$ cat src/sv/mntp_pkg.sv
// Package for the melody note token parser: item types, character codes,
// error codes and the equal-temperament frequency table. No dependencies.
`timescale 1ns / 1ps

package mntp_pkg;

  typedef struct packed {
    logic [7:0] char_code;
    logic       last_of_note;
    logic       last_of_melody;
  } mntp_in_t;

  typedef struct packed {
    logic [15:0] frequency_hz;
    logic [16:0] period_us;
    logic [19:0] duration_ms;
    logic        is_rest;
    logic [1:0]  parse_error;
    logic        melody_done;
  } mntp_out_t;

  localparam logic [1:0] ERR_NONE       = 2'd0;
  localparam logic [1:0] ERR_BAD_LETTER = 2'd1;
  localparam logic [1:0] ERR_BAD_MOD    = 2'd2;
  localparam logic [1:0] ERR_NO_DIGIT   = 2'd3;

  localparam logic [7:0] CH_NUL   = 8'h00;
  localparam logic [7:0] CH_A     = 8'h41;
  localparam logic [7:0] CH_B     = 8'h42;
  localparam logic [7:0] CH_C     = 8'h43;
  localparam logic [7:0] CH_D     = 8'h44;
  localparam logic [7:0] CH_E     = 8'h45;
  localparam logic [7:0] CH_F     = 8'h46;
  localparam logic [7:0] CH_G     = 8'h47;
  localparam logic [7:0] CH_R     = 8'h52;
  localparam logic [7:0] CH_SHARP = 8'h23;
  localparam logic [7:0] CH_FLAT  = 8'h62;
  localparam logic [7:0] CH_COLON = 8'h3A;
  localparam logic [7:0] CH_ZERO  = 8'h30;
  localparam logic [7:0] CH_NINE  = 8'h39;

  localparam logic [9:0]  UNIT_MS_RESET   = 10'd125;
  localparam logic [9:0]  UNITS_DEFAULT   = 10'd4;
  localparam logic [13:0] UNITS_MAX       = 14'd999;
  localparam logic [3:0]  OCTAVE_DEFAULT  = 4'd4;
  localparam logic [19:0] PERIOD_DIVIDEND = 20'd1000000;
  localparam int          DIV_STAGES      = 10;
  localparam logic [3:0]  Q_MAX           = 4'd12;

  function automatic logic [15:0] freq_rom(input logic [3:0] k);
    logic [15:0] v;
    case (k)
      4'd0:    v = 16'd28160;
      4'd1:    v = 16'd29834;
      4'd2:    v = 16'd31608;
      4'd3:    v = 16'd33488;
      4'd4:    v = 16'd35479;
      4'd5:    v = 16'd37589;
      4'd6:    v = 16'd39824;
      4'd7:    v = 16'd42192;
      4'd8:    v = 16'd44701;
      4'd9:    v = 16'd47359;
      4'd10:   v = 16'd50175;
      4'd11:   v = 16'd53159;
      default: v = 16'd28160;
    endcase
    return v;
  endfunction

endpackage

$ cat src/sv/melody_note_token_parser_core.sv
// Top level of the melody note token parser: character parser, frequency
// lookup, duration multiply and a pipelined divider for the period.
// Depends on mntp_pkg.
//
// Usage: characters of a melody arrive on the input channel (in_valid_i,
// in_stall_o, in_item_i), one character per item. Each character that ends a
// note (last_of_note set, or a zero character) produces one result item on
// the output channel (out_valid_o, out_stall_i, out_item_o); other
// characters produce none. The duration unit register is written through
// cfg_valid_i / cfg_ready_o / cfg_data_i; the user must write it only while
// the block is idle, which the block itself does not enforce. Throughput is
// one character per cycle while in_stall_o is low. A result reaches
// out_valid_o through a table lookup and multiply stage, ten divider stages
// that each form two bits of the period from the frequency, and the output register.
// Reset returns the parser to the start of a note, the octave and the
// duration units to 4, the unit to 125 ms, and empties the pipeline.
// When the receiver stalls, the pipeline keeps filling its empty stages and
// stalls the input only once every stage ahead holds a result.
`timescale 1ns / 1ps

module melody_note_token_parser_core (
  input  logic               clk_i,
  input  logic               rst_ni,
  input  logic               in_valid_i,
  output logic               in_stall_o,
  input  mntp_pkg::mntp_in_t  in_item_i,
  output logic               out_valid_o,
  input  logic               out_stall_i,
  output mntp_pkg::mntp_out_t out_item_o,
  input  logic               cfg_valid_i,
  output logic               cfg_ready_o,
  input  logic [9:0]         cfg_data_i
);
  import mntp_pkg::*;

  typedef enum logic [2:0] {
    PH_LETTER,
    PH_MOD,
    PH_COLON,
    PH_DIGITS,
    PH_SKIP
  } phase_e;

  typedef struct packed {
    logic [7:0] m;
    logic [9:0] units;
    logic       rest;
    logic [1:0] err;
    logic       mel;
  } note_t;

  typedef struct packed {
    logic [15:0] f;
    logic [15:0] rem;
    logic [19:0] quot;
    logic [19:0] dur;
    logic        rest;
    logic [1:0]  err;
    logic        mel;
  } pipe_t;

  phase_e             phase_q, phase_d;
  logic signed [4:0]  off_q, off_d;
  logic [3:0]         oct_q, oct_d;
  logic [9:0]         units_q, units_d;
  logic               rest_q, rest_d;
  logic [1:0]         err_q, err_d;
  logic [9:0]         unit_ms_q;

  logic               vp_q;
  note_t              np_q, np_d;
  logic               emit;
  logic               accept;

  logic [DIV_STAGES:0] vs_q;
  logic [DIV_STAGES:0] rdy_s;
  pipe_t              st_q [DIV_STAGES+1];
  pipe_t              st_d [DIV_STAGES+1];

  logic               vo_q;
  mntp_out_t          out_q, out_d;
  logic               rdy_o, rdy_p;

  // Handshake and ready chain.
  always_comb begin
    rdy_o = !vo_q || !out_stall_i;
    rdy_s[DIV_STAGES] = !vs_q[DIV_STAGES] || rdy_o;
    for (int j = DIV_STAGES - 1; j >= 0; j--) begin
      rdy_s[j] = !vs_q[j] || rdy_s[j+1];
    end
    rdy_p = !vp_q || rdy_s[0];
  end

  assign in_stall_o  = !rdy_p;
  assign accept      = in_valid_i && rdy_p;
  assign cfg_ready_o = 1'b1;
  assign out_valid_o = vo_q;
  assign out_item_o  = out_q;

  // Character parser.
  always_comb begin
    logic [7:0]  c;
    logic        digit;
    logic        ends;
    logic [13:0] v;
    logic [7:0]  base;
    c       = in_item_i.char_code;
    digit   = (c >= CH_ZERO) && (c <= CH_NINE);
    ends    = in_item_i.last_of_note || (c == CH_NUL);
    v       = '0;
    phase_d = phase_q;
    off_d   = off_q;
    oct_d   = oct_q;
    units_d = units_q;
    rest_d  = rest_q;
    err_d   = err_q;

    if (phase_q == PH_LETTER) begin
      off_d   = 5'sd0;
      rest_d  = 1'b0;
      err_d   = ERR_NONE;
      phase_d = PH_MOD;
      case (c)
        CH_A:    off_d = 5'sd0;
        CH_B:    off_d = 5'sd2;
        CH_C:    off_d = -5'sd9;
        CH_D:    off_d = -5'sd7;
        CH_E:    off_d = -5'sd5;
        CH_F:    off_d = -5'sd4;
        CH_G:    off_d = -5'sd2;
        CH_R:    rest_d = 1'b1;
        default: begin
          err_d   = ERR_BAD_LETTER;
          phase_d = PH_SKIP;
        end
      endcase
    end else if (c != CH_NUL) begin
      case (phase_q)
        PH_MOD: begin
          if (c == CH_SHARP) begin
            if (off_q < 5'sd15) off_d = off_q + 5'sd1;
          end else if (c == CH_FLAT) begin
            if (off_q > -5'sd16) off_d = off_q - 5'sd1;
          end else if (digit) begin
            oct_d = c[3:0];
          end else if (c == CH_COLON) begin
            phase_d = PH_COLON;
          end else begin
            if (err_q == ERR_NONE) err_d = ERR_BAD_MOD;
            phase_d = PH_SKIP;
          end
        end
        PH_COLON: begin
          if (digit) begin
            units_d = {6'd0, c[3:0]};
            phase_d = PH_DIGITS;
          end else begin
            if (err_q == ERR_NONE) err_d = ERR_NO_DIGIT;
            phase_d = PH_SKIP;
          end
        end
        PH_DIGITS: begin
          if (digit) begin
            v = {4'd0, units_q} * 14'd10 + {10'd0, c[3:0]};
            units_d = (v > UNITS_MAX) ? UNITS_MAX[9:0] : v[9:0];
          end else begin
            phase_d = PH_SKIP;
          end
        end
        default: begin
        end
      endcase
    end

    if (ends && phase_d == PH_COLON) begin
      if (err_d == ERR_NONE) err_d = ERR_NO_DIGIT;
      phase_d = PH_SKIP;
    end

    base     = {1'b0, oct_d, 3'd0} + {2'd0, oct_d, 2'd0} + 8'd24;
    np_d.m     = base + {{3{off_d[4]}}, off_d};
    np_d.units = units_d;
    np_d.rest  = rest_d;
    np_d.err   = err_d;
    np_d.mel   = in_item_i.last_of_melody;
    emit       = ends;

    if (ends) begin
      phase_d = PH_LETTER;
      off_d   = 5'sd0;
      rest_d  = 1'b0;
      err_d   = ERR_NONE;
      if (in_item_i.last_of_melody) begin
        oct_d   = OCTAVE_DEFAULT;
        units_d = UNITS_DEFAULT;
      end
    end
  end

  // Frequency lookup, duration multiply and divider stages.
  always_comb begin
    logic [15:0] prod;
    logic [3:0]  q;
    logic [7:0]  k;
    logic [16:0] r;
    prod = {8'd0, np_q.m} * 16'd171;
    q    = prod[14:11];
    if (q > Q_MAX) q = Q_MAX;
    k    = np_q.m - {q, 3'd0} - {1'b0, q, 2'd0};
    st_d[0].f    = (np_q.rest || np_q.err != ERR_NONE) ? 16'd0
                   : (freq_rom(k[3:0]) >> (Q_MAX - q));
    st_d[0].rem  = '0;
    st_d[0].quot = '0;
    st_d[0].dur  = {10'd0, np_q.units} * {10'd0, unit_ms_q};
    st_d[0].rest = np_q.rest;
    st_d[0].err  = np_q.err;
    st_d[0].mel  = np_q.mel;
    for (int j = 1; j <= DIV_STAGES; j++) begin
      st_d[j] = st_q[j-1];
      for (int b = 0; b < 2; b++) begin
        r = {st_d[j].rem, PERIOD_DIVIDEND[19 - 2 * (j - 1) - b]};
        if (r >= {1'b0, st_d[j].f}) begin
          r = r - {1'b0, st_d[j].f};
          st_d[j].quot = {st_d[j].quot[18:0], 1'b1};
        end else begin
          st_d[j].quot = {st_d[j].quot[18:0], 1'b0};
        end
        st_d[j].rem = r[15:0];
      end
    end
    r = '0;
    out_d.frequency_hz = st_q[DIV_STAGES].f;
    out_d.period_us    = (st_q[DIV_STAGES].f == 16'd0) ? 17'd0
                         : st_q[DIV_STAGES].quot[16:0];
    out_d.duration_ms  = st_q[DIV_STAGES].dur;
    out_d.is_rest      = st_q[DIV_STAGES].rest;
    out_d.parse_error  = st_q[DIV_STAGES].err;
    out_d.melody_done  = st_q[DIV_STAGES].mel;
  end

  always_ff @(posedge clk_i or negedge rst_ni) begin
    if (!rst_ni) begin
      phase_q   <= PH_LETTER;
      off_q     <= 5'sd0;
      oct_q     <= OCTAVE_DEFAULT;
      units_q   <= UNITS_DEFAULT;
      rest_q    <= 1'b0;
      err_q     <= ERR_NONE;
      unit_ms_q <= UNIT_MS_RESET;
      vp_q      <= 1'b0;
      vs_q      <= '0;
      vo_q      <= 1'b0;
    end else begin
      if (cfg_valid_i) begin
        unit_ms_q <= cfg_data_i;
      end
      if (accept) begin
        phase_q <= phase_d;
        off_q   <= off_d;
        oct_q   <= oct_d;
        units_q <= units_d;
        rest_q  <= rest_d;
        err_q   <= err_d;
      end
      if (rdy_p) begin
        vp_q <= accept && emit;
      end
      if (rdy_s[0]) begin
        vs_q[0] <= vp_q;
      end
      for (int j = 1; j <= DIV_STAGES; j++) begin
        if (rdy_s[j]) begin
          vs_q[j] <= vs_q[j-1];
        end
      end
      if (rdy_o) begin
        vo_q <= vs_q[DIV_STAGES];
      end
    end
  end

  always_ff @(posedge clk_i) begin
    if (rdy_p) begin
      np_q <= np_d;
    end
    for (int j = 0; j <= DIV_STAGES; j++) begin
      if (rdy_s[j]) begin
        st_q[j] <= st_d[j];
      end
    end
    if (rdy_o) begin
      out_q <= out_d;
    end
  end

endmodule

$ cat config.mk
export PLATFORM = sky130hd
export DESIGN_NAME = melody_note_token_parser_core
export DESIGN_NICKNAME = d
export VERILOG_FILES = /design/src/sv/mntp_pkg.sv /design/src/sv/melody_note_token_parser_core.sv
export SDC_FILE = /design/constraint.sdc
export NUM_CORES = 2
export LEC_CHECK = 0
export BUFFER_PORTS_ARGS = -buffer_cell sky130_fd_sc_hd__buf_2
export CAP_MARGIN = 20
export CELL_PAD_IN_SITES_DETAIL_PLACEMENT = 1
export CELL_PAD_IN_SITES_GLOBAL_PLACEMENT = 1
export CORE_ASPECT_RATIO = 1.75
export CORE_UTILIZATION = 30
export CTS_BUF_LIST = sky130_fd_sc_hd__clkbuf_2
export CTS_CLUSTER_DIAMETER = 60
export DETAILED_ROUTE_END_ITERATION = 16
export GPL_TIMING_DRIVEN = 1
export PLACE_DENSITY = 0.53
export SYNTH_ARGS = -nofsm -noshare
export SYNTH_HDL_FRONTEND = slang
export SYNTH_SLANG_ARGS = --single-unit
$ cat constraint.sdc
create_clock -name clk_i -period 8.1 [get_ports clk_i]
set_input_delay 0.81 -clock clk_i [delete_from_list [all_inputs] [get_ports clk_i]]
set_output_delay 0.81 -clock clk_i [all_outputs]
set_load 0.01 [all_outputs]
==> results.md <==
- Outcome: completed
- CTS Sinks: just under 800
- Routed via count: 33300
- Least-Margin Pin Slew: 1.23 ns
- Post-Syn Area: just under 50000 sq um
- Type of origin of the critical path: flip-flop
- Post-Synth Simple-Gate Area: 0.109
- Layout cells sized above 1: 0.144
- Yosys cell types: 110
- Area grow syn2layout: 11.8%
- Critical setup path kind: flip-flop to flip-flop
- DRT Pass-1 Iters: 5
- Post-Syn Area per Cell: about 11 sq um
- Multi-input logic area: 22900 sq um
- Cells after Synth: roughly 4200
- Core ar.: 160000 sq um
- Clk buf depth: 3
- Total Wirelength: 137000 um
- Vias in the first global route: 37300
- Req. time, crit path: 9.57 ns
- Final Util: 0.338
- Post-CTS setup buffers: 0
- GRT overflow: 0
- PortBufs: slightly above 80
- DRC: 0
- Final nets: 5064
- Dpl hpwl: 110000 um
- Detail Route Antenna Nets: 0
- Routing usage on met3: 0.0233
- H-tree depth: 4
- Post-synthesis register bit count: slightly below 800
- Clk_skew: 0.176 ns
- Yosys warns: 0
- Largest net degree at the start of global routing: between 70 and 80
- Multiplexer share of the synthesized area: 0.0455
- Sequential cell area: 23600 sq um
- Critical Path Fanout Max: 23
- Max Cap Viol: 0
- Worst skew pair latency: between 1.5 and 2 ns
- Clock transition at the registers of the reported paths: 0.11 ns
- Num CTS Buffers: 195
- Final hold vios: 0
- Hold Path Class: input port to flip-flop
- Minimum clock period: approximately 7.3 ns
- Num rows: 194
- M1 GR Usage: 0.137
- Sequential area share after synthesis: 0.488
- Met2 usage: 0.369
- First-pass GRT wire length: 211000 um
- FMAX: about 140 MHz
- Yosys top cell by area: edfxtp_1
- Initial antenna violation count: 3
- GP Congestion: 0.862
- Final-report max-slew violation count: 0
- Gr usage total: 0.170
- Io pins: 85
- Main combinational cell family by area after synthesis: adder cells
- CP Capture Type: flip-flop
- Synth area leaders: edfxtp_1, ha_1, fa_1
- Post-synthesis adder-cell area fraction: 0.149
- Starting Density: 0.302
- Relative slew slack: 0.166
- Setup WS post-layout: between 0.8 and 0.9 ns
- Layout fillers: 17800
- Crit path arrival time: 8.72 ns
- Die width: slightly above 300 um
- Synth Area in Compound Gates: 0.122
- Root Driver: clkbuf_2
- Wirelength per Cell: 20.3 um
- CTS tree: yes
- Top-area cell type share of the netlist area: 0.463
- Synth async-reset ratio: 0.0606
- Final setup viols: 0
- Die height: 532 um
- Post-Synth XOR/XNOR Area: 0.0462
- Number of synthesized flops with an enable pin: 744
- Pre-CTS setup slack: approximately 0.83 ns
- Unrepaired setup endpoints after global routing: false
- Grt peak-use layer: met2
- Top FF cell, synth: edfxtp_1
- Via density: between 4 and 5
- Initial drt markers: approximately 1000
- Setup total negative slack: 0 ns
- Fin crit share: 0.896
- Die ar.: approximately 160000 sq um
==> logic make-up after synthesis <==
group	Yosys count
AND/OR/NAND/NOR	1071
AO/OA/AOI/OAI	903
flip-flops	792
adder cells (fa/ha/maj)	520
buffers and inverters	485
XOR/XNOR	252
multiplexers	195
other	2
==> critical path, stage by stage (launching register included) <==
cell      delay [ns]
edfxtp_1        0.57
ha_1            0.41
fa_1            0.50
fa_1            0.52
inv_1           0.05
fa_1            0.53
inv_1           0.05
ha_1            0.31
and4_1          0.26
or3_1           0.42
o311ai_4        0.10
o21a_1          0.53
nor2_8          0.15
ha_1            0.76
clkinv_1        0.50
nand2_1         0.23
o21ai_0         0.12
a22oi_1         0.14
o21ai_0         0.29
mux2_2          0.37
o32a_1          0.16
o31ai_1         0.07
==> per-layer routing <==
metal	vias up	part of all wire
li1	16100	-
met1	16300	0.31
met2	488	0.61
met3	322	0.023
met4	0	0.056
met5	-	0
==> final timing paths <==
| path | startpoint | end | slack (ns) | depth (start not counted) |
|---|---|---|---|---|
| max in group asynchronous | rst_ni | vs_q[3] | 7.09 | 4 |
| max | np_q[15] | st_q[0][61] | 0.85 | 21 |
| min reg2reg | st_q[8][25] | st_q[9][27] | 0.35 | 0 |
| min | in_item_i[8] | err_q[0] | 0.33 | 6 |
| min in group asynchronous | rst_ni | vs_q[7] | 0.34 | 4 |
| max reg2reg | np_q[15] | st_q[0][61] | 0.85 | 21 |
==> flip-flops by register name, indices dropped and copies added (netlist names) <==
| name | flops |
|---|---|
| vp_q | 1 |
| out_item_o | 57 |
| vs_q | 11 |
| units_q | 10 |
| st_q | 665 |
| out_valid_o | 1 |
| err_q | 2 |
| np_q | 22 |
| off_q | 5 |
| rest_q | 1 |
| unit_ms_q | 10 |
| oct_q | 4 |
| phase_q | 3 |
==> through the flow <==
| step | hold WS [ns] | std cells | area [sq um] |
|---|---|---|---|
| 3_3_place_gp | 0.401 | 6313 | 51200 |
| 4_1_cts | 0.0240 | 6736 | 53900 |
| 3_5_place_dp | 0.405 | 6314 | 51200 |
| 2_1_floorplan | 0.400 | 4225 | 48200 |
| 6_report | 0.330 | 6741 | 53900 |
| 5_1_grt | 0.169 | 6740 | 53900 |
==> Yosys cell counts, drive strengths merged, types with 14 or more instances <==
library cell	instances
o21a	42
ha	427
nand2	307
a211oi	28
o41ai	14
nor2b	42
a22o	20
o211ai	29
nand3	80
o31ai	27
a21o	78
nor2	230
o22ai	14
clkbuf	72
xnor2	177
a21boi	17
nand4	60
buf	20
inv	392
fa	93
mux2	176
dfrtp	40
a21oi	252
xor2	74
nor4	24
o21ai	208
and2	91
a31oi	42
mux2i	18
nand2b	54
or2	21
o21bai	29
edfxtp	744
and3	16
nor3	82
or3	33
==> cell type report <==
cell class,count,share of cell area
sequential,792,0.437
multi-input combinational,2948,0.424
tap,2058,0.0477
inverter,393,0.0274
clock buffer,282,0.0262
timing repair buffer,189,0.0258
clock inverter,74,0.0122
antenna,5,0.000232
==> what timing repair did <==
item	in CTS	in global routing
resized for setup	0	0
endpoints found under the hold margin	164	0
hold buffers	66	0
==> cell usage in the layout, fill, tap and decap left out, drive strengths merged, types with 57 or more instances in the layout <==
cell         synthesis  final
edfxtp             744    744
ha                 427    427
inv                392    402
nand2              307    307
clkbuf              72    282
a21oi              252    252
nor2               230    230
o21ai              208    208
xnor2              177    177
mux2               176    176
buf                 20    123
fa                  93     93
and2                91     91
nor3                82     82
nand3               80     80
a21o                78     78
xor2                74     74
dlygate4sd3          0     66
nand4               60     60
clkinv               1     57
Power is not shown: default switching activity piles up to over one toggle a cycle in this logic, so the estimate is an artifact.
